File: src/rtl/sha5_pkg.sv
// ----------------------------------------------------------------------------
// sha5_pkg
// Shared types, constants and functions of the SHA-512 family hash engine.
// ----------------------------------------------------------------------------
package sha5_pkg;

  localparam int unsigned WordW   = 64;
  localparam int unsigned HashN   = 8;
  localparam int unsigned HashAw  = 3;
  localparam int unsigned WinN    = 16;
  localparam int unsigned Rounds  = 80;
  localparam int unsigned LenW    = 128;

  // Configuration register indexes.
  localparam logic [1:0] CfgVariant = 2'd0;
  localparam logic [1:0] CfgDigest  = 2'd1;

  // Top-level sequencer states.
  typedef enum logic [2:0] {
    ST_IDLE,
    ST_INIT,
    ST_FEED,
    ST_LOAD,
    ST_ROUND,
    ST_ADD,
    ST_OUT,
    ST_OUTW
  } state_e;

  // Position inside the padding sequence of the current request.
  typedef enum logic [2:0] {
    PH_DATA,
    PH_MARK,
    PH_ZERO,
    PH_LO,
    PH_NONE,
    PH_END
  } phase_e;

  // Control of the round datapath.
  typedef struct packed {
    logic              push;
    logic [WordW-1:0]  push_word;
    logic              load;
    logic [WordW-1:0]  load_word;
    logic              round;
    logic [WordW-1:0]  k;
    logic              rot;
  } rnd_ctl_t;

  function automatic logic [WordW-1:0] rotr(input logic [WordW-1:0] x, input int unsigned n);
    rotr = (x >> n) | (x << (WordW - n));
  endfunction

  function automatic logic [WordW-1:0] big_s0(input logic [WordW-1:0] x);
    big_s0 = rotr(x, 28) ^ rotr(x, 34) ^ rotr(x, 39);
  endfunction

  function automatic logic [WordW-1:0] big_s1(input logic [WordW-1:0] x);
    big_s1 = rotr(x, 14) ^ rotr(x, 18) ^ rotr(x, 41);
  endfunction

  function automatic logic [WordW-1:0] sml_s0(input logic [WordW-1:0] x);
    sml_s0 = rotr(x, 1) ^ rotr(x, 8) ^ (x >> 7);
  endfunction

  function automatic logic [WordW-1:0] sml_s1(input logic [WordW-1:0] x);
    sml_s1 = rotr(x, 19) ^ rotr(x, 61) ^ (x >> 6);
  endfunction

  // Initial hash value; the unused variant code falls back to SHA-512.
  function automatic logic [WordW-1:0] iv_const(input logic [1:0] var_sel,
                                                input logic [HashAw-1:0] idx);
    logic [WordW-1:0] r;
    r = '0;
    case (var_sel)
      2'd1: begin
        case (idx)
          3'd0: r = 64'hcbbb9d5dc1059ed8;
          3'd1: r = 64'h629a292a367cd507;
          3'd2: r = 64'h9159015a3070dd17;
          3'd3: r = 64'h152fecd8f70e5939;
          3'd4: r = 64'h67332667ffc00b31;
          3'd5: r = 64'h8eb44a8768581511;
          3'd6: r = 64'hdb0c2e0d64f98fa7;
          default: r = 64'h47b5481dbefa4fa4;
        endcase
      end
      2'd2: begin
        case (idx)
          3'd0: r = 64'h22312194fc2bf72c;
          3'd1: r = 64'h9f555fa3c84c64c2;
          3'd2: r = 64'h2393b86b6f53b151;
          3'd3: r = 64'h963877195940eabd;
          3'd4: r = 64'h96283ee2a88effe3;
          3'd5: r = 64'hbe5e1e2553863992;
          3'd6: r = 64'h2b0199fc2c85b8aa;
          default: r = 64'h0eb72ddc81c52ca2;
        endcase
      end
      default: begin
        case (idx)
          3'd0: r = 64'h6a09e667f3bcc908;
          3'd1: r = 64'hbb67ae8584caa73b;
          3'd2: r = 64'h3c6ef372fe94f82b;
          3'd3: r = 64'ha54ff53a5f1d36f1;
          3'd4: r = 64'h510e527fade682d1;
          3'd5: r = 64'h9b05688c2b3e6c1f;
          3'd6: r = 64'h1f83d9abfb41bd6b;
          default: r = 64'h5be0cd19137e2179;
        endcase
      end
    endcase
    return r;
  endfunction

  // Round constants.
  function automatic logic [WordW-1:0] k_const(input logic [6:0] r);
    logic [WordW-1:0] k;
    case (r)
      7'd0:  k = 64'h428a2f98d728ae22;  7'd1:  k = 64'h7137449123ef65cd;
      7'd2:  k = 64'hb5c0fbcfec4d3b2f;  7'd3:  k = 64'he9b5dba58189dbbc;
      7'd4:  k = 64'h3956c25bf348b538;  7'd5:  k = 64'h59f111f1b605d019;
      7'd6:  k = 64'h923f82a4af194f9b;  7'd7:  k = 64'hab1c5ed5da6d8118;
      7'd8:  k = 64'hd807aa98a3030242;  7'd9:  k = 64'h12835b0145706fbe;
      7'd10: k = 64'h243185be4ee4b28c;  7'd11: k = 64'h550c7dc3d5ffb4e2;
      7'd12: k = 64'h72be5d74f27b896f;  7'd13: k = 64'h80deb1fe3b1696b1;
      7'd14: k = 64'h9bdc06a725c71235;  7'd15: k = 64'hc19bf174cf692694;
      7'd16: k = 64'he49b69c19ef14ad2;  7'd17: k = 64'hefbe4786384f25e3;
      7'd18: k = 64'h0fc19dc68b8cd5b5;  7'd19: k = 64'h240ca1cc77ac9c65;
      7'd20: k = 64'h2de92c6f592b0275;  7'd21: k = 64'h4a7484aa6ea6e483;
      7'd22: k = 64'h5cb0a9dcbd41fbd4;  7'd23: k = 64'h76f988da831153b5;
      7'd24: k = 64'h983e5152ee66dfab;  7'd25: k = 64'ha831c66d2db43210;
      7'd26: k = 64'hb00327c898fb213f;  7'd27: k = 64'hbf597fc7beef0ee4;
      7'd28: k = 64'hc6e00bf33da88fc2;  7'd29: k = 64'hd5a79147930aa725;
      7'd30: k = 64'h06ca6351e003826f;  7'd31: k = 64'h142929670a0e6e70;
      7'd32: k = 64'h27b70a8546d22ffc;  7'd33: k = 64'h2e1b21385c26c926;
      7'd34: k = 64'h4d2c6dfc5ac42aed;  7'd35: k = 64'h53380d139d95b3df;
      7'd36: k = 64'h650a73548baf63de;  7'd37: k = 64'h766a0abb3c77b2a8;
      7'd38: k = 64'h81c2c92e47edaee6;  7'd39: k = 64'h92722c851482353b;
      7'd40: k = 64'ha2bfe8a14cf10364;  7'd41: k = 64'ha81a664bbc423001;
      7'd42: k = 64'hc24b8b70d0f89791;  7'd43: k = 64'hc76c51a30654be30;
      7'd44: k = 64'hd192e819d6ef5218;  7'd45: k = 64'hd69906245565a910;
      7'd46: k = 64'hf40e35855771202a;  7'd47: k = 64'h106aa07032bbd1b8;
      7'd48: k = 64'h19a4c116b8d2d0c8;  7'd49: k = 64'h1e376c085141ab53;
      7'd50: k = 64'h2748774cdf8eeb99;  7'd51: k = 64'h34b0bcb5e19b48a8;
      7'd52: k = 64'h391c0cb3c5c95a63;  7'd53: k = 64'h4ed8aa4ae3418acb;
      7'd54: k = 64'h5b9cca4f7763e373;  7'd55: k = 64'h682e6ff3d6b2b8a3;
      7'd56: k = 64'h748f82ee5defb2fc;  7'd57: k = 64'h78a5636f43172f60;
      7'd58: k = 64'h84c87814a1f0ab72;  7'd59: k = 64'h8cc702081a6439ec;
      7'd60: k = 64'h90befffa23631e28;  7'd61: k = 64'ha4506cebde82bde9;
      7'd62: k = 64'hbef9a3f7b2c67915;  7'd63: k = 64'hc67178f2e372532b;
      7'd64: k = 64'hca273eceea26619c;  7'd65: k = 64'hd186b8c721c0c207;
      7'd66: k = 64'heada7dd6cde0eb1e;  7'd67: k = 64'hf57d4f7fee6ed178;
      7'd68: k = 64'h06f067aa72176fba;  7'd69: k = 64'h0a637dc5a2c898a6;
      7'd70: k = 64'h113f9804bef90dae;  7'd71: k = 64'h1b710b35131c471b;
      7'd72: k = 64'h28db77f523047d84;  7'd73: k = 64'h32caab7b40c72493;
      7'd74: k = 64'h3c9ebe0a15c9bebc;  7'd75: k = 64'h431d67c49c100d4c;
      7'd76: k = 64'h4cc5d4becb3e42b6;  7'd77: k = 64'h597f299cfc657e2a;
      7'd78: k = 64'h5fcb6fab3ad6faec;  7'd79: k = 64'h6c44198c4a475817;
      default: k = '0;
    endcase
    return k;
  endfunction

endpackage

File: src/rtl/sha5_round.sv
// ----------------------------------------------------------------------------
// sha5_round
// Working variables and message schedule window with the round logic.
// ----------------------------------------------------------------------------
module sha5_round (
  input  logic                         clk_i,
  input  sha5_pkg::rnd_ctl_t           ctl_i,
  output logic [sha5_pkg::WordW-1:0]   v0_o
);
  import sha5_pkg::*;

  logic [WordW-1:0] v_q   [HashN];
  logic [WordW-1:0] v_d   [HashN];
  logic [WordW-1:0] win_q [WinN];
  logic [WordW-1:0] win_d [WinN];
  logic [WordW-1:0] t1, t2, w_new;

  // Round function and schedule expansion.
  always_comb begin
    t1 = v_q[7] + big_s1(v_q[4]) + ((v_q[4] & v_q[5]) ^ (~v_q[4] & v_q[6]))
       + ctl_i.k + win_q[0];
    t2 = big_s0(v_q[0]) + ((v_q[0] & v_q[1]) ^ (v_q[0] & v_q[2]) ^ (v_q[1] & v_q[2]));
    w_new = sml_s1(win_q[14]) + win_q[9] + sml_s0(win_q[1]) + win_q[0];
  end

  // Next values of the working variables and the window.
  always_comb begin
    v_d   = v_q;
    win_d = win_q;
    if (ctl_i.push || ctl_i.round) begin
      for (int i = 0; i < WinN - 1; i++) begin
        win_d[i] = win_q[i+1];
      end
      win_d[WinN-1] = ctl_i.push ? ctl_i.push_word : w_new;
    end
    if (ctl_i.load) begin
      for (int i = 0; i < HashN - 1; i++) begin
        v_d[i] = v_q[i+1];
      end
      v_d[HashN-1] = ctl_i.load_word;
    end else if (ctl_i.rot) begin
      for (int i = 0; i < HashN - 1; i++) begin
        v_d[i] = v_q[i+1];
      end
      v_d[HashN-1] = v_q[0];
    end else if (ctl_i.round) begin
      v_d[7] = v_q[6];
      v_d[6] = v_q[5];
      v_d[5] = v_q[4];
      v_d[4] = v_q[3] + t1;
      v_d[3] = v_q[2];
      v_d[2] = v_q[1];
      v_d[1] = v_q[0];
      v_d[0] = t1 + t2;
    end
  end

  always_ff @(posedge clk_i) begin
    v_q   <= v_d;
    win_q <= win_d;
  end

  assign v0_o = v_q[0];

endmodule

File: config.mk
export PLATFORM = sky130hd
export DESIGN_NAME = sha5_round
export DESIGN_NICKNAME = d
export VERILOG_FILES = /design/src/rtl/sha5_pkg.sv /design/src/rtl/sha5_round.sv
export SDC_FILE = /design/constraint.sdc
export NUM_CORES = 2
export LEC_CHECK = 0
export BUFFER_PORTS_ARGS = -buffer_cell sky130_fd_sc_hd__buf_2
export CORE_MARGIN = 2
export CORE_UTILIZATION = 30
export DETAILED_ROUTE_END_ITERATION = 6
export PLACE_DENSITY_LB_ADDON = 0.05
export RECOVER_POWER = 25
export SLEW_MARGIN = 15
export SYNTH_ARGS = -nofsm -noshare
export SYNTH_HDL_FRONTEND = slang
export SYNTH_SLANG_ARGS = --single-unit
File: constraint.sdc
create_clock -name clk_i -period 15.59 [get_ports clk_i]
set_input_delay 2.3385 -clock clk_i [delete_from_list [all_inputs] [get_ports clk_i]]
set_output_delay 2.3385 -clock clk_i [all_outputs]
set_load 0.03 [all_outputs]
==> flow_summary.yaml <==
status:
  status: "finished, final reports clean"
critical_path:
  critPathKind: "input port to register"
  slowest_delay_ns: 0.70
  crit_slowest_cell: "a311oi_1"
  cp_max_fo: 5
  critPathRequiredTime_ns: 16.13
  crit_top_cell: "inv_1"
  cp-end-kind: "register"
  arrival_ns: 11.91
  worstSetupStartpointType: "input port"
finish:
  area_growth_pct: 13.3
  drive_gt1_frac: 0.0931
  seq_area_sq_um: 46100
  fillers: 28100
  multi_input_area_sq_um: 33300
  final_area_sq_um: 95600
  nets: 8206
die:
  die-area_sq_um: 285000
  die_w_um: 534
  core_area_sq_um: 280000
  die_y_um: 534
  row_count: 194
  start_util: 0.302
  num_io_pins: 261
clock_tree:
  cts.clk_slew.worst_paths_ns: 0.06
  htree_levels: 4
  cts.sinks: 1536
  cts_resized: 0
  cts_buffers: 189
  tritoncts: "built"
  post_cts.repair.setup_buffers: 0
  cts_root_buf: "clkbuf_16"
  cts_hold_buf: 0
  clk_latency_ns: 0.88
  cts_buffer_depth: 4
route:
  vias_per_cell: 4.67
  wl_met1_um: 136000
  routedWlPerCell_um: 26.7
  wl_met3_um: 8710
  dr.pass1.iters: 6
  routed_wl_um: 300000
  highest_layer: "met4"
  wl_met2_um: 146000
  drtAntennaViolNets: 0
  vias: 52500
  drc: 0
  initialDrtViolationCount: 4461
global_route:
  grt_pass1_vias: 53800
  grt_use_total: 0.207
  grt_max_degree: 198
  grt_overflow_total: 0
  grt_pass1_wl_um: 418000
  antenna_found_initial: 8
yosys:
  synth_seq_cells: 1536
  synth_cells: 7215
  syn_area_sq_um: 84400
  avgSynthCellArea_sq_um: 11.7
  synth_edf_count: 1536
  synth-main-ff-cell: "edfxtp_1"
  yosysWarnings: 0
  yosysSeqAreaShare: 0.547
  synthDistinctLibCells: 80
  ys_async_sr_fraction: 0
  synth_fp_nets: 8043
timing:
  skew_ns: 0.0764
  rsz0062_at_grt: "no"
  setup_viol: 0
  fmax_ghz: 0.0880
  finalCriticalPeriod_ns: 11.37
  final.setup.tns_ns: 0
  hold_violations: 0
  worst_slew_pin_slew_ns: 1.17
  min_period_over_period: 0.729
  max_slew_margin: 0.218
  slew_violations: 0
min_path:
  hold_path.class: "register to register"
placed_design:
  portBuffers: 260
  gp_congestion: 0.938
  placed_area_sq_um: 89500
  hpwl_um: 233000
flow_run:
  maxCapViolCount: 0
## critical path, delay by kind of cell
kind,cells,cell delay (ns)
AOI/OAI and AO/OA,19,5.45
xor gates and xnor gates,2,0.47
adders and majority gates,6,2.62
buffers and inverters,6,0.45
and+or+nand+nor,3,0.53
## cell usage after synthesis, types with 33 or more instances
cell	number	area (sq um)
a21o_1	219	1640
a21oi_1	252	1260
buf_4	64	480
clkbuf_1	314	1180
edfxtp_1	1536	46100
fa_1	379	7590
ha_1	252	3150
inv_1	855	3210
mux2i_1	109	1090
nand2_1	1270	4770
nand2b_1	33	206
nand3_1	49	245
nand4_1	51	319
nor2_1	116	435
o21ai_0	471	2360
o21bai_1	44	330
xnor2_1	443	3880
xor2_1	311	2720
## path summary, 6_finish.rpt
path                                  from          to  cells past startpoint  slack (ns)
worst max-delay path              ctl_i[3]    v0_o[59]                     36        4.22
worst min-delay path            win_q[265]  win_q[329]                      0        0.39
worst max register to register    v_q[246]    v0_o[59]                     32        4.97
worst min register to register  win_q[265]  win_q[329]                      0        0.39
## registers in the layout (all words and copies together), names as in the netlist
signal and cells:
win_q 1024, v_q 448, v0_o 64
## logic make-up (layout without fill, tap and decap cells)
family,count (synthesis),after routing,synth area share
buf+inv,1248,1561,0.0586
simple gates,1683,1683,0.0831
mux,136,136,0.0165
fa+ha+maj,633,633,0.128
other cells,0,10,0
compound gates,1225,1225,0.0892
flops,1536,1536,0.547
xor+xnor,754,754,0.0783
## layout by cell type, fill, tap and decap left out, types with 49 or more instances in the layout
cell / n
edfxtp_1: 1536
nand2_1: 1270
inv_1: 855
o21ai_0: 471
xnor2_1: 443
fa_1: 379
xor2_1: 311
buf_2: 257
a21oi_1: 252
ha_1: 252
a21o_1: 219
clkbuf_16: 192
nor2_1: 115
mux2i_1: 109
buf_4: 101
nand4_1: 51
nand3_1: 49
## layer usage
layer,global-route usage,vias to the layer above
li1,-,24700
met1,0.278,26400
met2,0.354,1059
met3,0.0185,329
met4,0.0634,0
met5,0,-
## metrics by stage
stage	hold slack, ns	worst slack, ns	cells	utilization
6_report	0.388	4.22	11300	0.342
4_1_cts	0.384	4.12	11300	0.342
3_3_place_gp	0.400	3.09	10900	0.320
3_5_place_dp	0.405	3.24	10900	0.320
5_1_grt	0.391	3.85	11300	0.342
2_1_floorplan	0.400	0.941	7215	-
## area by class of cell
class | instances | area share
sequential | 1536 | 0.483
multi-input combinational | 4431 | 0.349
timing repair buffer | 365 | 0.0229
clock inverter | 116 | 0.0117
tap | 3724 | 0.0488
clock buffer | 225 | 0.0516
antenna | 10 | 0.000262
inverter | 855 | 0.0336
Power is not shown: default switching activity piles up to over one toggle a cycle in this logic, so the estimate is an artifact.
