===== config.mk =====
export PLATFORM = sky130hd
export DESIGN_NAME = sha5_hram
export DESIGN_NICKNAME = d
export VERILOG_FILES = /design/src/rtl/sha5_hram.sv
export SDC_FILE = /design/constraint.sdc
export NUM_CORES = 1
export LEC_CHECK = 0
export BUFFER_PORTS_ARGS = -buffer_cell sky130_fd_sc_hd__buf_2
export CORE_UTILIZATION = 55
export DETAILED_ROUTE_END_ITERATION = 8
export PLACE_DENSITY = 0.84
export SLEW_MARGIN = 20
export SYNTH_ARGS = -nofsm -noshare
export SYNTH_HDL_FRONTEND = slang
export SYNTH_SLANG_ARGS = --single-unit

===== constraint.sdc =====
create_clock -name clk_i -period 9.9 [get_ports clk_i]
set_input_delay 2.97 -clock clk_i [delete_from_list [all_inputs] [get_ports clk_i]]
set_output_delay 2.97 -clock clk_i [all_outputs]
set_load 0.03 [all_outputs]

===== src/rtl/sha5_hram.sv =====
// ----------------------------------------------------------------------------
// sha5_hram
// Single write port, single read port RAM with registered read data.
// ----------------------------------------------------------------------------
module sha5_hram #(
  parameter int unsigned Depth = 8,
  parameter int unsigned Width = 64,
  parameter int unsigned Aw    = $clog2(Depth)
) (
  input  logic             clk_i,
  input  logic             we_i,
  input  logic [Aw-1:0]    waddr_i,
  input  logic [Width-1:0] wdata_i,
  input  logic             re_i,
  input  logic [Aw-1:0]    raddr_i,
  output logic [Width-1:0] rdata_o
);

  logic [Width-1:0] mem [Depth];
  logic [Width-1:0] rdata_q;

  // Write port.
  always_ff @(posedge clk_i) begin
    if (we_i) begin
      mem[waddr_i] <= wdata_i;
    end
  end

  // Read port; the data holds until the next read.
  always_ff @(posedge clk_i) begin
    if (re_i) begin
      rdata_q <= mem[raddr_i];
    end
  end

  assign rdata_o = rdata_q;

endmodule


==> results of run 1 <==
==> power by group through the flow <==
stage               clock [mW]  combinational, mW  sequential, mW
detailed placement           0              0.289            2.86
CTS                       1.83              0.291            2.81
finish                    1.80              0.287            2.81
global placement             0              0.280            2.86
global route              1.91              0.307            2.82
floorplan                    0              0.144            2.90
==> final timing paths <==
check                end  slack (ns)  depth (start not counted)
max          rdata_o[49]        4.62                          4
max reg2reg  rdata_o[36]        8.44                          2
min reg2reg  rdata_o[16]        0.76                          2
min          rdata_o[16]        0.76                          2
==> critical path, delay by kind of cell <==
kind | cells | cell delay [ns]
buf+inv | 2 | 1.63
mux | 2 | 0.88
==> kinds of logic (layout without fill, tap and decap cells) <==
family / after synthesis / in the layout / share of synthesized area [%]
multiplexers: 192 / 192 / 17.0
flip-flops: 576 / 576 / 81.6
other: 0 / 8 / 0
buffers and inverters: 35 / 241 / 1.08
AND/OR/NAND/NOR: 13 / 13 / 0.278
==> synthesized netlist by cell type, drive strengths merged <==
library cell  instances  area (sq um)
buf                  26           195
clkbuf                9          33.8
edfxtp              576         17300
mux2                 64           721
mux4                128          2880
nand2                 2          7.51
nand2b                3          18.8
nor2                  6          22.5
nor3                  2          10.0
==> registers in the layout (all words and copies together) (netlist names) <==
register / count
rdata_o: 64
mem: 512
==> cell type report <==
class,count,area share [%]
flip-flops and latches,576,72.0
diodes,8,0.0833
clock inverters,21,0.490
clock buffers,69,5.77
multi-input cells,205,15.5
repair buffers,151,3.52
well taps,511,2.66
==> per-stage QoR <==
stage | util [%] | instances | area (sq um) | hold WS (ns) | setup WS, ns
global placement | 59.5 | 1441 | 22500 | 0.738 | 4.03
finish | 63.6 | 1541 | 24000 | 0.756 | 4.62
CTS | 63.5 | 1532 | 24000 | 0.756 | 4.53
floorplan | - | 816 | 21200 | 0.732 | 1.83
global route | 63.6 | 1535 | 24000 | 0.777 | 4.35
detailed placement | 59.5 | 1442 | 22500 | 0.746 | 3.95
==> metal layers <==
metal | vias up | GRT usage, % | share of wire [%]
met5 | - | 0 | 0.15
met4 | 10 | 5.97 | 2.0
met3 | 67 | 4.43 | 7.1
met2 | 318 | 34.8 | 52
met1 | 4764 | 26.0 | 39
li1 | 3859 | - | -
==> results_dict.tcl, run 1 <==
set metrics [dict create \
    fillers 2345 \
    power_density_mw_per_mm2 204 \
    finClkSkew_ns 0.0110 \
    nNetsFinal 1059 \
    endpoint_kind "flop" \
    vias 9018 \
    ir_drop_mv 0.152 \
    drc_errors 0 \
    clk_pin_slew_ns 0.06 \
    track_usage_pct 20.2 \
    timing.rr.start "mem[0][36]" \
    avgViaCountPerCell 5.85 \
    cts.repair.resized 0 \
    die_area_sq_mm 0.0393 \
    total_power_mw 4.90 \
    cts_buffers 52 \
    cts_sinks 576 \
    syn_area_per_cell_sq_um 26.0 \
    fin_crit_sh_pct 53.3 \
    crit_required_ns 10.20 \
    yosysSeqAreaShare_pct 81.6 \
    wl_per_cell_um 25.1 \
    final_cell_mix "edfxtp_1 (576), buf_2 (132), mux4_2 (128), mux2_2 (64), clkbuf_16 (53)" \
    dp_hpwl_mm 19.5 \
    slew_viol_final 0 \
    ios 137 \
    layout_min_cycle_time_ns 5.28 \
    sw_frac_of_total_pct 20.2 \
    critical_path_class "in -> reg" \
    finalSetupViolCount 0 \
    die_y_um 198 \
    grt_max_degree 80 \
    ys_warn_count 0 \
    clock_latency_ns 0.56 \
    multiInputGateArea_sq_mm 0.00372 \
    cp_cell_sequence "clkbuf_8 -> buf_4 -> mux4_2 -> mux2_2" \
    hp-start "mem[4][16]" \
    dieWidth_um 198 \
    arrival_ns 5.58 \
    grt_pass1_wl_mm 56.9 \
    port_buffers 136 \
    slowest_stage "buf_4" \
    seqPwrFrac_pct 57.5 \
    grt_pass1_vias 9318 \
    drt_wl_total_mm 38.7 \
    p_sw_mw 0.989 \
    syn_nets 889 \
    areaGrowthSynthToFinish_pct 13.4 \
    p_int_mw 3.91 \
    cts_tree "done" \
    ys_types 12 \
    cap_violations 0 \
    synthCells 816 \
    start_util_pct 56.1 \
    status "complete, no violations" \
    max_freq_mhz 189 \
    clockPowerShare_pct 36.7 \
    overflow 0 \
    grt_antenna_before_repair 12 \
    core_sq_mm 0.0378 \
    slowest_delay_ns 0.91 \
    dr.pass1.iters 5 \
    tightest_slew_ns 1.16 \
    crit_path_max_fanout 79 \
    fin_tns_setup_ns 0 \
    hold_viol 0 \
    final_common_cell "edfxtp_1" \
    post_cts_buffers 0 \
    cp-startpoint "raddr_i[0]" \
    pwr-share-comb_pct 5.9 \
    slew_headroom_pct 22.7 \
    antenna_left 0 \
    clk_path_buf_depth 3 \
    rsz0062_at_grt "no" \
    synth.cell_area_sq_mm 0.0212 \
    ys_seq_elements 576 \
    crit_path_start_kind "input port" \
    cts_max_level 2 \
    rows 71 \
    drt_iter0_drc 718 \
    drive_gt1_share_pct 40.6 \
    hold_buffers 0 \
    clockRootBuffer "clkbuf_16" \
    gp_congestion 0.712 \
    hp-class "reg -> reg" \
    regArea_sq_mm 0.0173 \
    p_leak_nw 7.74 \
]
Power figures use the tool's default switching activity.
==> run 2: changes to the inputs <==
Clock period 9.9 ns to 4.9 ns, I/O delays scaled along.
==> run 2 against run 1 <==
  * Total power up 100%
  * Via count up 0.31%
  * Final cell count hardly changed
  * Cell area increased by 0.53%
  * Utilization up 0.33 points
  * Worst hold slack got worse by 0.0023 ns
  * Die area stayed put
  * Sequential power is 100% higher
  * Global-route usage increased by 0.46 points
  * Critical path type unchanged
  * Largest cell class unchanged
==> results_dict.tcl, run 2 (synthesized netlist as in run 1, its figures left out) <==
set metrics [dict create \
    cp-startpoint "raddr_i[0]" \
    hold_viol 0 \
    clockRootBuffer "clkbuf_16" \
    avgViaCountPerCell 5.87 \
    cts_sinks 576 \
    gp_congestion 0.692 \
    rows 71 \
    fin_tns_setup_ns 0 \
    core_sq_mm 0.0378 \
    die_y_um 198 \
    drive_gt1_share_pct 40.6 \
    post_cts_buffers 0 \
    fin_util_pct 64.0 \
    timing.rr.start "mem[1][5]" \
    arrival_ns 3.27 \
    setup_ws_ns 1.95 \
    final_cell_mix "edfxtp_1 (576), buf_2 (132), mux4_2 (128), mux2_2 (64), clkbuf_16 (53)" \
    endpoint_kind "flop" \
    seqPwrFrac_pct 57.3 \
    drt_iter0_drc 851 \
    layout_min_cycle_time_ns 2.95 \
    die_area_sq_mm 0.0393 \
    critPathCapture "rdata_o[0]" \
    clock_latency_ns 0.57 \
    max_freq_mhz 339 \
    drt_wl_total_mm 39.6 \
    cap_violations 0 \
    cts_buffers 52 \
    antenna_left 0 \
    p_int_mw 7.90 \
    start_util_pct 56.1 \
    p_leak_nw 7.77 \
    grt_pass1_wl_mm 58.2 \
    r2r-end "rdata_o[5]" \
    hp-class "reg -> reg" \
    vias 9046 \
    port_buffers 136 \
    track_usage_pct 20.7 \
    clockPowerShare_pct 36.8 \
    grt_max_degree 65 \
    slew_headroom_pct 23.9 \
    crit_required_ns 5.21 \
    critical_path_class "in -> reg" \
    dieWidth_um 198 \
    reg2regPathDepth 2 \
    grt_pass1_vias 9582 \
    cts.repair.resized 0 \
    pwr-share-comb_pct 5.9 \
    fin_crit_sh_pct 60.3 \
    finClkSkew_ns 0.00908 \
    finalSetupViolCount 0 \
    status "complete, no violations" \
    pre_cts_slack_ns 1.33 \
    drc_errors 0 \
    final_common_cell "edfxtp_1" \
    clk_path_buf_depth 3 \
    wl_per_cell_um 25.7 \
    hold_buffers 0 \
    areaGrowthSynthToFinish_pct 14.0 \
    dr.pass1.iters 5 \
    cts_max_level 2 \
    rsz0062_at_grt "no" \
    regArea_sq_mm 0.0173 \
    largest_reg_flops 512 \
    largest-register "mem" \
    fillers 2347 \
    crit_path_max_fanout 55 \
    slew_viol_final 0 \
    crit_path_start_kind "input port" \
    dp_hpwl_mm 20.6 \
    grt_antenna_before_repair 9 \
    p_sw_mw 2.04 \
    multiInputGateArea_sq_mm 0.00373 \
    sw_frac_of_total_pct 20.5 \
    ir_drop_mv 0.312 \
    clk_pin_slew_ns 0.06 \
    cts_tree "done" \
    tightest_slew_ns 1.14 \
    ios 137 \
    power_density_mw_per_mm2 411 \
    overflow 0 \
    nNetsFinal 1063 \
    total_power_mw 9.93 \
    rrSetupSlack_ns 3.46 \
]
-- run 2: changes by cell type in the layout (fill, tap and decap cells not counted), moves of 3 or more --
cell	delta
buf_12	+8
buf_4	-3
clkbuf_1	-3
clkinv_1	+5
clkinv_2	-6
diode_2	-3
-- run 2: cell type report --
type                    count  share of cell area [%]
flip-flops and latches    576                    71.6
multi-input cells         205                    15.4
clock buffers              66                    5.69
repair buffers            155                    3.96
well taps                 511                    2.65
clock inverters            24                   0.575
diodes                      5                  0.0518
-- run 2: critical path: stages --
cell and delay, ns:
buf_8 0.48, buf_4 0.43, mux4_2 0.56, mux2_2 0.29
-- run 2: metal layers --
| metal | vias to the layer above | share of wire, % | GRT usage, % |
|---|---|---|---|
| met4 | 12 | 2.2 | 6.60 |
| met1 | 4786 | 39 | 27.0 |
| met2 | 320 | 52 | 35.0 |
| li1 | 3856 | - | - |
| met3 | 72 | 6.4 | 4.38 |
| met5 | - | 0.21 | 0 |
-- run 2: power by group through the flow --
stage / sequential (mW) / clock, mW / combinational, mW
final: 5.69 / 3.66 / 0.589
after CTS: 5.69 / 3.73 / 0.600
after detailed placement: 5.79 / 0 / 0.594
after floorplan: 5.86 / 0 / 0.291
after global placement: 5.78 / 0 / 0.576
after global routing: 5.70 / 3.91 / 0.627
-- run 2: through the flow --
step	instance area (sq um)	hold slack, ns	cells
floorplan	21200	0.732	816
global placement	22600	0.737	1447
detailed placement	22600	0.748	1447
CTS	24100	0.755	1537
global route	24100	0.774	1540
finish	24100	0.754	1542
-- run 2: worst min path at each step --
stage | depth (start not counted) | from | to | slack [ns]
2_1_floorplan | 2 | mem[6][0] | rdata_o[0] | 0.73
3_3_place_gp | 2 | mem[6][14] | rdata_o[14] | 0.74
3_5_place_dp | 2 | mem[4][18] | rdata_o[18] | 0.75
4_1_cts | 2 | mem[4][18] | rdata_o[18] | 0.75
5_1_grt | 2 | mem[2][15] | rdata_o[15] | 0.77
6_report | 2 | mem[4][18] | rdata_o[18] | 0.75
==> run 3: changes to the inputs <==
Settings changed: CORE_UTILIZATION 55 to 54, PLACE_DENSITY 0.84 to 0.86.
Clock period 4.9 ns to 2.5 ns, I/O delays scaled along.
==> run 3 against run 2 <==
  * Register-to-register slack got worse by 2.4 ns
  * Global-route usage fell by 0.58 points
  * Total power rose by 100%
  * Largest cell class unchanged
  * Worst hold slack got worse by 0.33 ns
  * Die area rose by 1.8%
  * Cell area rose by 1.9%
  * Combinational power rose by 110%
  * First-iteration DRC count fell by 18%
  * Largest power group unchanged
  * Sequential power rose by 95%
  * Sequential cell count did not move
  * Utilization fell by 0.29 points
  * Clock power rose by 110%
==> results_dict.tcl, run 3 (synthesized netlist as in run 1, its figures left out) <==
set metrics [dict create \
    dieWidth_um 200 \
    cp_cell_sequence "buf_2" \
    power_density_mw_per_mm2 815 \
    crit_cells 1 \
    layout_min_cycle_time_ns 1.98 \
    fin_util_pct 63.7 \
    slowest_delay_ns 0.43 \
    clk_pin_slew_ns 0.06 \
    cts_sinks 576 \
    clk_path_buf_depth 3 \
    crit_path_max_fanout 1 \
    gp_congestion 0.702 \
    drt_iter0_drc 697 \
    final_common_cell "edfxtp_1" \
    largest-register "mem" \
    largest_reg_flops 512 \
    clockPowerShare_pct 38.5 \
    hp-class "in -> reg" \
    pwr-share-comb_pct 6.0 \
    finalSetupViolCount 0 \
    setup_ws_ns 0.524 \
    drive_gt1_share_pct 42.7 \
    rrSetupSlack_ns 1.07 \
    reg2regPathDepth 2 \
    arrival_ns 1.23 \
    hold_viol 0 \
    areaGrowthSynthToFinish_pct 16.1 \
    p_leak_nw 8.00 \
    crit_required_ns 1.75 \
    fin_crit_sh_pct 79.0 \
    critPathCapture "rdata_o[16]" \
    overflow 0 \
    ios 137 \
    pre_cts_slack_ns 0.120 \
    cap_violations 0 \
    total_power_mw 20.1 \
    tightest_slew_ns 0.395 \
    critPathBufInv 1 \
    wl_per_cell_um 24.9 \
    status "complete, no violations" \
    clock_latency_ns 0.58 \
    seqPwrFrac_pct 55.5 \
    nNetsFinal 1084 \
    final_cell_mix "edfxtp_1 (576), buf_2 (132), mux4_2 (128), mux2_2 (64), clkbuf_16 (55)" \
    cp-startpoint "rdata_o[16]" \
    vias 9100 \
    max_freq_mhz 506 \
    cts.repair.resized 0 \
    dp_hpwl_mm 21.6 \
    slew_headroom_pct 73.7 \
    core_sq_mm 0.0386 \
    rsz0062_at_grt "no" \
    drc_errors 0 \
    avgViaCountPerCell 5.80 \
    sw_frac_of_total_pct 20.4 \
    cts_buffers 54 \
    die_y_um 200 \
    p_sw_mw 4.09 \
    crit_path_start_kind "flop" \
    grt_antenna_before_repair 6 \
    dr.pass1.iters 7 \
    hold_buffers 0 \
    slowest_stage "edfxtp_1" \
    crit_family "flip-flops" \
    slew_viol_final 0 \
    post_cts_buffers 0 \
    start_util_pct 54.8 \
    grt_pass1_vias 9524 \
    cts_max_level 2 \
    rows 72 \
    critical_path_class "reg -> out" \
    placed_cells 1473 \
    timing.rr.start "mem[0][3]" \
    fin_cells 1568 \
    endpoint_kind "output port" \
    r2r-end "rdata_o[3]" \
    grt_max_degree 47 \
    track_usage_pct 20.1 \
    port_buffers 136 \
    p_int_mw 16.0 \
    die_area_sq_mm 0.0400 \
    drt_wl_total_mm 39.0 \
    cts_tree "done" \
    finClkSkew_ns 0.00780 \
    ir_drop_mv 0.660 \
    clockRootBuffer "clkbuf_16" \
    antenna_left 0 \
    grt_pass1_wl_mm 57.4 \
]
-- run 3: changes by cell type in the layout (fill, tap and decap cells not counted), moves of 2 or more --
cell and change:
clkinv_2 +4, clkinv_4 +2, buf_4 +7, clkinv_1 -3, clkbuf_1 -4, bufinv_16 +3, diode_2 -3, buf_12 +12
clkbuf_16 +2
-- run 3: power by group through the flow --
stage / clock network, mW / registers, mW / logic (mW)
2_1_floorplan: 0 / 11.5 / 0.578
3_3_place_gp: 0 / 11.3 / 1.19
3_5_place_dp: 0 / 11.3 / 1.22
4_1_cts: 7.87 / 11.1 / 1.23
5_1_grt: 8.21 / 11.2 / 1.29
6_report: 7.72 / 11.1 / 1.21
-- run 3: final cells by class --
type | count | area [sq um]
clock inverters | 29 | 246
multi-input cells | 205 | 3750
fillers | 2443 | 14000
clock buffers | 64 | 1410
flip-flops and latches | 576 | 17300
repair buffers | 174 | 1250
diodes | 2 | 5.00
well taps | 518 | 648
-- run 3: layer usage --
metal	vias to the layer above	global-route usage [%]	part of all wire [%]	wire length, um
li1	3915	-	-	-
met1	4790	26.6	39	15300
met2	312	33.6	52	20300
met3	73	4.07	6.4	2490
met4	10	7.07	2.0	793
met5	-	0	0.17	66
-- run 3: how the worst min path moves through the flow --
stage | start | end | slack (ns) | depth (start not counted)
3_5_place_dp | mem[0][46] | rdata_o[46] | 0.75 | 2
3_3_place_gp | mem[0][42] | rdata_o[42] | 0.74 | 2
2_1_floorplan | mem[6][0] | rdata_o[0] | 0.73 | 2
4_1_cts | wdata_i[63] | mem[2][63] | 0.40 | 1
6_report | wdata_i[0] | mem[0][0] | 0.43 | 1
5_1_grt | wdata_i[28] | mem[7][28] | 0.42 | 1
-- run 3: worst register-to-register path: stages (launching register included) --
cell and delay, ns:
edfxtp_1 0.41, mux4_2 0.50, mux2_2 0.27
-- run 3: through the flow --
stage / TNS (ns) / instance area, sq um / hold WS, ns
6_report: 0 / 24600 / 0.428
5_1_grt: 0 / 24600 / 0.416
4_1_cts: 0 / 24600 / 0.401
3_5_place_dp: 0 / 22900 / 0.746
3_3_place_gp: 0 / 22900 / 0.738
2_1_floorplan: -209.35 / 21300 / 0.732
