--- src/rtl/sha5_pkg.sv ---
// ----------------------------------------------------------------------------
// sha5_pkg
// Shared types, constants and functions of the SHA-512 family hash engine.
// ----------------------------------------------------------------------------
package sha5_pkg;

  localparam int unsigned WordW   = 64;
  localparam int unsigned HashN   = 8;
  localparam int unsigned HashAw  = 3;
  localparam int unsigned WinN    = 16;
  localparam int unsigned Rounds  = 80;
  localparam int unsigned LenW    = 128;

  // Configuration register indexes.
  localparam logic [1:0] CfgVariant = 2'd0;
  localparam logic [1:0] CfgDigest  = 2'd1;

  // Top-level sequencer states.
  typedef enum logic [2:0] {
    ST_IDLE,
    ST_INIT,
    ST_FEED,
    ST_LOAD,
    ST_ROUND,
    ST_ADD,
    ST_OUT,
    ST_OUTW
  } state_e;

  // Position inside the padding sequence of the current request.
  typedef enum logic [2:0] {
    PH_DATA,
    PH_MARK,
    PH_ZERO,
    PH_LO,
    PH_NONE,
    PH_END
  } phase_e;

  // Control of the round datapath.
  typedef struct packed {
    logic              push;
    logic [WordW-1:0]  push_word;
    logic              load;
    logic [WordW-1:0]  load_word;
    logic              round;
    logic [WordW-1:0]  k;
    logic              rot;
  } rnd_ctl_t;

  function automatic logic [WordW-1:0] rotr(input logic [WordW-1:0] x, input int unsigned n);
    rotr = (x >> n) | (x << (WordW - n));
  endfunction

  function automatic logic [WordW-1:0] big_s0(input logic [WordW-1:0] x);
    big_s0 = rotr(x, 28) ^ rotr(x, 34) ^ rotr(x, 39);
  endfunction

  function automatic logic [WordW-1:0] big_s1(input logic [WordW-1:0] x);
    big_s1 = rotr(x, 14) ^ rotr(x, 18) ^ rotr(x, 41);
  endfunction

  function automatic logic [WordW-1:0] sml_s0(input logic [WordW-1:0] x);
    sml_s0 = rotr(x, 1) ^ rotr(x, 8) ^ (x >> 7);
  endfunction

  function automatic logic [WordW-1:0] sml_s1(input logic [WordW-1:0] x);
    sml_s1 = rotr(x, 19) ^ rotr(x, 61) ^ (x >> 6);
  endfunction

  // Initial hash value; the unused variant code falls back to SHA-512.
  function automatic logic [WordW-1:0] iv_const(input logic [1:0] var_sel,
                                                input logic [HashAw-1:0] idx);
    logic [WordW-1:0] r;
    r = '0;
    case (var_sel)
      2'd1: begin
        case (idx)
          3'd0: r = 64'hcbbb9d5dc1059ed8;
          3'd1: r = 64'h629a292a367cd507;
          3'd2: r = 64'h9159015a3070dd17;
          3'd3: r = 64'h152fecd8f70e5939;
          3'd4: r = 64'h67332667ffc00b31;
          3'd5: r = 64'h8eb44a8768581511;
          3'd6: r = 64'hdb0c2e0d64f98fa7;
          default: r = 64'h47b5481dbefa4fa4;
        endcase
      end
      2'd2: begin
        case (idx)
          3'd0: r = 64'h22312194fc2bf72c;
          3'd1: r = 64'h9f555fa3c84c64c2;
          3'd2: r = 64'h2393b86b6f53b151;
          3'd3: r = 64'h963877195940eabd;
          3'd4: r = 64'h96283ee2a88effe3;
          3'd5: r = 64'hbe5e1e2553863992;
          3'd6: r = 64'h2b0199fc2c85b8aa;
          default: r = 64'h0eb72ddc81c52ca2;
        endcase
      end
      default: begin
        case (idx)
          3'd0: r = 64'h6a09e667f3bcc908;
          3'd1: r = 64'hbb67ae8584caa73b;
          3'd2: r = 64'h3c6ef372fe94f82b;
          3'd3: r = 64'ha54ff53a5f1d36f1;
          3'd4: r = 64'h510e527fade682d1;
          3'd5: r = 64'h9b05688c2b3e6c1f;
          3'd6: r = 64'h1f83d9abfb41bd6b;
          default: r = 64'h5be0cd19137e2179;
        endcase
      end
    endcase
    return r;
  endfunction

  // Round constants.
  function automatic logic [WordW-1:0] k_const(input logic [6:0] r);
    logic [WordW-1:0] k;
    case (r)
      7'd0:  k = 64'h428a2f98d728ae22;  7'd1:  k = 64'h7137449123ef65cd;
      7'd2:  k = 64'hb5c0fbcfec4d3b2f;  7'd3:  k = 64'he9b5dba58189dbbc;
      7'd4:  k = 64'h3956c25bf348b538;  7'd5:  k = 64'h59f111f1b605d019;
      7'd6:  k = 64'h923f82a4af194f9b;  7'd7:  k = 64'hab1c5ed5da6d8118;
      7'd8:  k = 64'hd807aa98a3030242;  7'd9:  k = 64'h12835b0145706fbe;
      7'd10: k = 64'h243185be4ee4b28c;  7'd11: k = 64'h550c7dc3d5ffb4e2;
      7'd12: k = 64'h72be5d74f27b896f;  7'd13: k = 64'h80deb1fe3b1696b1;
      7'd14: k = 64'h9bdc06a725c71235;  7'd15: k = 64'hc19bf174cf692694;
      7'd16: k = 64'he49b69c19ef14ad2;  7'd17: k = 64'hefbe4786384f25e3;
      7'd18: k = 64'h0fc19dc68b8cd5b5;  7'd19: k = 64'h240ca1cc77ac9c65;
      7'd20: k = 64'h2de92c6f592b0275;  7'd21: k = 64'h4a7484aa6ea6e483;
      7'd22: k = 64'h5cb0a9dcbd41fbd4;  7'd23: k = 64'h76f988da831153b5;
      7'd24: k = 64'h983e5152ee66dfab;  7'd25: k = 64'ha831c66d2db43210;
      7'd26: k = 64'hb00327c898fb213f;  7'd27: k = 64'hbf597fc7beef0ee4;
      7'd28: k = 64'hc6e00bf33da88fc2;  7'd29: k = 64'hd5a79147930aa725;
      7'd30: k = 64'h06ca6351e003826f;  7'd31: k = 64'h142929670a0e6e70;
      7'd32: k = 64'h27b70a8546d22ffc;  7'd33: k = 64'h2e1b21385c26c926;
      7'd34: k = 64'h4d2c6dfc5ac42aed;  7'd35: k = 64'h53380d139d95b3df;
      7'd36: k = 64'h650a73548baf63de;  7'd37: k = 64'h766a0abb3c77b2a8;
      7'd38: k = 64'h81c2c92e47edaee6;  7'd39: k = 64'h92722c851482353b;
      7'd40: k = 64'ha2bfe8a14cf10364;  7'd41: k = 64'ha81a664bbc423001;
      7'd42: k = 64'hc24b8b70d0f89791;  7'd43: k = 64'hc76c51a30654be30;
      7'd44: k = 64'hd192e819d6ef5218;  7'd45: k = 64'hd69906245565a910;
      7'd46: k = 64'hf40e35855771202a;  7'd47: k = 64'h106aa07032bbd1b8;
      7'd48: k = 64'h19a4c116b8d2d0c8;  7'd49: k = 64'h1e376c085141ab53;
      7'd50: k = 64'h2748774cdf8eeb99;  7'd51: k = 64'h34b0bcb5e19b48a8;
      7'd52: k = 64'h391c0cb3c5c95a63;  7'd53: k = 64'h4ed8aa4ae3418acb;
      7'd54: k = 64'h5b9cca4f7763e373;  7'd55: k = 64'h682e6ff3d6b2b8a3;
      7'd56: k = 64'h748f82ee5defb2fc;  7'd57: k = 64'h78a5636f43172f60;
      7'd58: k = 64'h84c87814a1f0ab72;  7'd59: k = 64'h8cc702081a6439ec;
      7'd60: k = 64'h90befffa23631e28;  7'd61: k = 64'ha4506cebde82bde9;
      7'd62: k = 64'hbef9a3f7b2c67915;  7'd63: k = 64'hc67178f2e372532b;
      7'd64: k = 64'hca273eceea26619c;  7'd65: k = 64'hd186b8c721c0c207;
      7'd66: k = 64'heada7dd6cde0eb1e;  7'd67: k = 64'hf57d4f7fee6ed178;
      7'd68: k = 64'h06f067aa72176fba;  7'd69: k = 64'h0a637dc5a2c898a6;
      7'd70: k = 64'h113f9804bef90dae;  7'd71: k = 64'h1b710b35131c471b;
      7'd72: k = 64'h28db77f523047d84;  7'd73: k = 64'h32caab7b40c72493;
      7'd74: k = 64'h3c9ebe0a15c9bebc;  7'd75: k = 64'h431d67c49c100d4c;
      7'd76: k = 64'h4cc5d4becb3e42b6;  7'd77: k = 64'h597f299cfc657e2a;
      7'd78: k = 64'h5fcb6fab3ad6faec;  7'd79: k = 64'h6c44198c4a475817;
      default: k = '0;
    endcase
    return k;
  endfunction

endpackage

--- src/rtl/sha5_regs.sv ---
// ----------------------------------------------------------------------------
// sha5_regs
// Configuration registers: initial value select and digest word count.
// ----------------------------------------------------------------------------
module sha5_regs (
  input  logic       clk_i,
  input  logic       rst_ni,
  input  logic       cfg_valid_i,
  output logic       cfg_ready_o,
  input  logic [1:0] cfg_index_i,
  input  logic [3:0] cfg_data_i,
  output logic [1:0] variant_o,
  output logic [2:0] last_idx_o
);
  import sha5_pkg::*;

  logic [1:0] variant_q, variant_d;
  logic [3:0] dwords_q, dwords_d;

  assign cfg_ready_o = 1'b1;

  // Register writes; indexes beyond the list are dropped.
  always_comb begin
    variant_d = variant_q;
    dwords_d  = dwords_q;
    if (cfg_valid_i) begin
      case (cfg_index_i)
        CfgVariant: variant_d = cfg_data_i[1:0];
        CfgDigest:  dwords_d  = cfg_data_i;
        default: ;
      endcase
    end
  end

  always_ff @(posedge clk_i or negedge rst_ni) begin
    if (!rst_ni) begin
      variant_q <= 2'd0;
      dwords_q  <= 4'd8;
    end else begin
      variant_q <= variant_d;
      dwords_q  <= dwords_d;
    end
  end

  // Index of the final digest word, with the count clamped to one through eight.
  always_comb begin
    if (dwords_q == 4'd0) begin
      last_idx_o = 3'd0;
    end else if (dwords_q > 4'd8) begin
      last_idx_o = 3'd7;
    end else begin
      last_idx_o = 3'(dwords_q - 4'd1);
    end
  end

  assign variant_o = variant_q;

endmodule

--- config.mk ---
export PLATFORM = sky130hd
export DESIGN_NAME = sha5_regs
export DESIGN_NICKNAME = d
export VERILOG_FILES = /design/src/rtl/sha5_pkg.sv /design/src/rtl/sha5_regs.sv
export SDC_FILE = /design/constraint.sdc
export NUM_CORES = 1
export LEC_CHECK = 0
export BUFFER_PORTS_ARGS = -buffer_cell sky130_fd_sc_hd__buf_4
export CAP_MARGIN = 20
export CORE_AREA = 10 10 47 49
export CTS_CLUSTER_DIAMETER = 150
export DETAILED_ROUTE_END_ITERATION = 6
export DIE_AREA = 0 0 57 59
export GPL_ROUTABILITY_DRIVEN = 0
export GPL_TIMING_DRIVEN = 0
export HOLD_SLACK_MARGIN = 0.08
export SLEW_MARGIN = 15
export SYNTH_ARGS = -nofsm -noshare
export SYNTH_HDL_FRONTEND = slang
export SYNTH_SLANG_ARGS = --single-unit
--- constraint.sdc ---
create_clock -name clk_i -period 0.9 [get_ports clk_i]
set_input_delay 0.045 -clock clk_i [delete_from_list [all_inputs] [get_ports clk_i]]
set_output_delay 0.045 -clock clk_i [all_outputs]
set_load 0.05 [all_outputs]
==> flow_summary.rst <==
.. list-table::
   :header-rows: 1

   * - Metric
     - Value
   * - Outcome
     - finished with violations
   * - Failing checks
     - setup timing
   * - Clock period minus worst slack
     - 1.44 ns
   * - Share of synthesized registers carrying an async set or reset
     - 100%
   * - Die H
     - slightly below 60 um
   * - # nets final
     - 62
   * - Combinational fraction of design power
     - about 53%
   * - Summed instance area of the synthesized netlist
     - 342 um2
   * - Die X
     - about 57 um
   * - Critical R2R Launch
     - dwords_q[1]
   * - Most frequent cells after synthesis
     - 5 x sky130_fd_sc_hd__dfrtp_1, 4 x sky130_fd_sc_hd__inv_1, 4 x sky130_fd_sc_hd__mux2_4
   * - Critical path's slowest cell
     - sky130_fd_sc_hd__dfrtp_1
   * - Detail Route Antenna Nets
     - 0
   * - Setup Skew
     - 0 ns
   * - Average footprint of a synthesized cell
     - 13.7 um2
   * - Relative contribution of the clock network to total power
     - 20.2%
   * - Slew Limit Fails
     - 0
   * - Number of H-tree branching levels
     - 1
   * - Reg-to-reg endpoint
     - dwords_q[1]
   * - Detailed-route wire length
     - ~860 um
   * - RSZ-0062 raised after global routing
     - yes
   * - Fraction of power spent switching nets
     - roughly 37%
   * - Maximum capacitance violations
     - 0
   * - GRT Resource Usage Total
     - slightly below 6%
   * - Wire length of the first global-routing pass
     - 1.49 mm
   * - Pwr Density
     - ~2200 mW/mm2
   * - Net switching power figure
     - 519 uW
   * - Sequential group share of total power
     - 27.2%
   * - Final setup violating endpoints
     - 3
   * - Internal Power
     - 877 uW
   * - Number of inserted filler cells in the final layout
     - 143
   * - Primary flip-flop cell chosen by synthesis mapping
     - sky130_fd_sc_hd__dfrtp_1
   * - Post-DP Area
     - 477 um2
   * - CTS tree
     - built
   * - FF/Latch Area
     - 154 um2
   * - Cell types with the largest area share after synthesis
     - sky130_fd_sc_hd__dfrtp_1 37%, sky130_fd_sc_hd__mux2_4 18%, sky130_fd_sc_hd__dfstp_2 7.7%
   * - # diodes
     - 0
   * - Required @ worst endpoint
     - between 0.8 and 0.9 ns
   * - Clock transition at the registers of the reported paths
     - around 0.06 ns
   * - Post-synth net total
     - 35
   * - Total number of placement rows
     - 14
   * - Yosys warns
     - 0
   * - Kind of capture point of the worst setup path
     - primary output
   * - Proportion of netlist area held by the largest area contributor
     - roughly 37%
   * - Total number of clock tree sinks
     - 6
   * - Distinct cell type count of the synthesized netlist
     - 13
   * - Crit share post-route
     - 160%
   * - Count of state elements after synthesis
     - 6
   * - Count of final hold-check violations
     - 0
   * - Mapped Cells
     - 25
   * - Number of buffers created by CTS
     - 3
   * - Library cell used as clock root buffer
     - sky130_fd_sc_hd__clkbuf_4
   * - Max FO, Critical Path
     - 2
   * - DRT Pass-1 Iters
     - 2
   * - Sequential area share after synthesis
     - around 44%
   * - Crit path setup slack, layout
     - -0.537 ns
   * - Per-cell routed wire length
     - 12.8 um
   * - R2R depth
     - 2
   * - Synth-to-layout area growth
     - 84.2%
   * - Max stage delay on crit path
     - between 0.3 and 0.4 ns
   * - DRC violations left
     - 0
   * - Most frequent cell after synthesis
     - sky130_fd_sc_hd__dfrtp_1
   * - Worst path cell trace
     - inv_2, ha_4, inv_2, maj3_2, buf_8
   * - Worst hold-check path type
     - primary input to asynchronous set/reset pin
   * - Antenna violations before repair
     - 0
   * - IO Pins
     - 15
   * - Worst hold slack across all endpoints
     - roughly 0.14 ns
   * - Register-to-register path setup slack
     - ~0.02 ns
   * - Count of routing violations after the opening detailed-route iteration
     - 1
   * - Floorplan core area
     - 0.00140 mm2
   * - Biggest area consumer among synthesized cells
     - sky130_fd_sc_hd__dfrtp_1
   * - Grt total ovfl
     - 0
   * - Number of buffers and inverters on the critical path
     - 3
   * - Via count of the first global-routing pass
     - 332
   * - Largest buffer count on any clock path
     - 2
   * - Maximum frequency from static timing analysis
     - roughly 700 MHz
   * - Crit path DAT
     - between 1 and 1.5 ns
   * - Die footprint
     - about 0.0034 mm2
   * - Worst-skew pair later-pin latency
     - 0.25 ns
   * - Cell class contributing the biggest share of worst-path delay
     - adder cells
   * - Via count
     - approximately 270
   * - Drt via density
     - approximately 4.0
   * - Layout Cell Area excl Fill
     - approximately 630 um2
   * - Initial cell density of the core
     - approximately a quarter
   * - Multi-input gate area
     - ~200 um2
   * - Kind of launch point of the worst setup path
     - flop
   * - Post-synth EDFFs
     - 0
   * - Buffers on Ports
     - 13
   * - Leak Pwr
     - around 0.31 nW
   * - Critical Path Most Common Cell
     - sky130_fd_sc_hd__inv_2
   * - Worst setup path category
     - flop to primary output
   * - Share of final-layout standard cells stronger than drive strength 1
     - about four fifths
   * - Maximum number of pins on one net before global-route repair
     - 7
   * - Maximum VDD drop
     - ~0.85 mV
## worst reg2reg max path: cells and delay by family (launching register included)
family	cells	cell delay [ns]
flops	1	0.38
mux	1	0.24
buf+inv	1	0.14
## layout make-up
cell class	count	share of cell area (%)
sequential	6	24.5
clock buffer	4	4.17
buffer	1	1.19
multi-input combinational	14	32.2
timing repair buffer	22	32.4
inverter	4	2.39
tap	16	3.18
## what timing repair did
| action | 4_1_cts | 5_1_grt |
|---|---|---|
| pin swaps | 2 | 0 |
| endpoints found under the hold margin | 12 | 0 |
| setup endpoints to repair | 4 | 5 |
| resized for setup | 13 | 1 |
| hold buffers | 5 | 0 |
| setup buffers | 4 | 0 |
## flip-flops by register name, summed over array words and instances, names as in the netlist
name and cells:
dwords_q 4, variant_o 2
## kinds of logic (layout without fill, tap and decap cells)
family                     Yosys count  in the layout  synth area share, %
buffers and inverters                5             31                 6.59
other                                1              1                 1.10
AOI/OAI and AO/OA                    1              1                 2.20
adders and majority gates            3              3                 10.3
and+or+nand+nor                      3              3                 11.4
DFF                                  6              6                 44.3
muxes                                6              6                 24.2
## how the worst max path moves through the flow
stage | end | cells past startpoint | from | slack, ns
after detailed placement | last_idx_o[1] | 5 | dwords_q[0] | -0.34
final | last_idx_o[1] | 5 | dwords_q[0] | -0.54
after global routing | last_idx_o[1] | 5 | dwords_q[0] | -0.59
after floorplan | last_idx_o[1] | 4 | dwords_q[0] | -0.23
after CTS | last_idx_o[1] | 5 | dwords_q[0] | -0.55
after global placement | last_idx_o[1] | 5 | dwords_q[0] | -0.32
## cells in the final DEF (no fill, tap or decap)
cell type                        n
sky130_fd_sc_hd__ha_4            1
sky130_fd_sc_hd__buf_8           2
sky130_fd_sc_hd__buf_6           3
sky130_fd_sc_hd__dlygate4sd3_1   5
sky130_fd_sc_hd__clkbuf_4        3
sky130_fd_sc_hd__dfrtp_1         3
sky130_fd_sc_hd__a21o_4          1
sky130_fd_sc_hd__inv_2           4
sky130_fd_sc_hd__nor3b_2         1
sky130_fd_sc_hd__clkbuf_1        1
sky130_fd_sc_hd__nand3b_4        1
sky130_fd_sc_hd__maj3_2          2
sky130_fd_sc_hd__buf_4          13
sky130_fd_sc_hd__mux2_4          6
sky130_fd_sc_hd__dfrtp_2         2
sky130_fd_sc_hd__dfstp_2         1
sky130_fd_sc_hd__conb_1          1
sky130_fd_sc_hd__nand2b_4        1
## power by group through the flow
stage / sequential (mW) / clock [mW] / combinational (mW)
3_3_place_gp: 0.377 / 0 / 0.547
3_5_place_dp: 0.379 / 0 / 0.553
2_1_floorplan: 0.428 / 0 / 0.349
6_report: 0.380 / 0.281 / 0.735
5_1_grt: 0.389 / 0.310 / 0.781
4_1_cts: 0.379 / 0.296 / 0.736
## layer usage
metal / track usage, % / up-vias / share of wire [%]
met5: 0 / - / 0
met4: 4.03 / 0 / 0
met3: 3.86 / 0 / 14
met2: 8.84 / 14 / 46
met1: 5.56 / 122 / 40
li1: - / 132 / -
## stage by stage
step / total power, mW / setup TNS [ns] / utilization, % / setup WS [ns] / instances
floorplan: 0.777 / -0.478 / - / -0.230 / 25
global placement: 0.925 / -0.779 / 34.0 / -0.321 / 54
detailed placement: 0.932 / -0.876 / 34.0 / -0.338 / 54
CTS: 1.41 / -1.47 / 44.6 / -0.550 / 67
global route: 1.48 / -1.58 / 44.9 / -0.589 / 67
finish: 1.40 / -1.43 / 44.9 / -0.537 / 67
No activity file was read; power rests on OpenSTA's default activity.
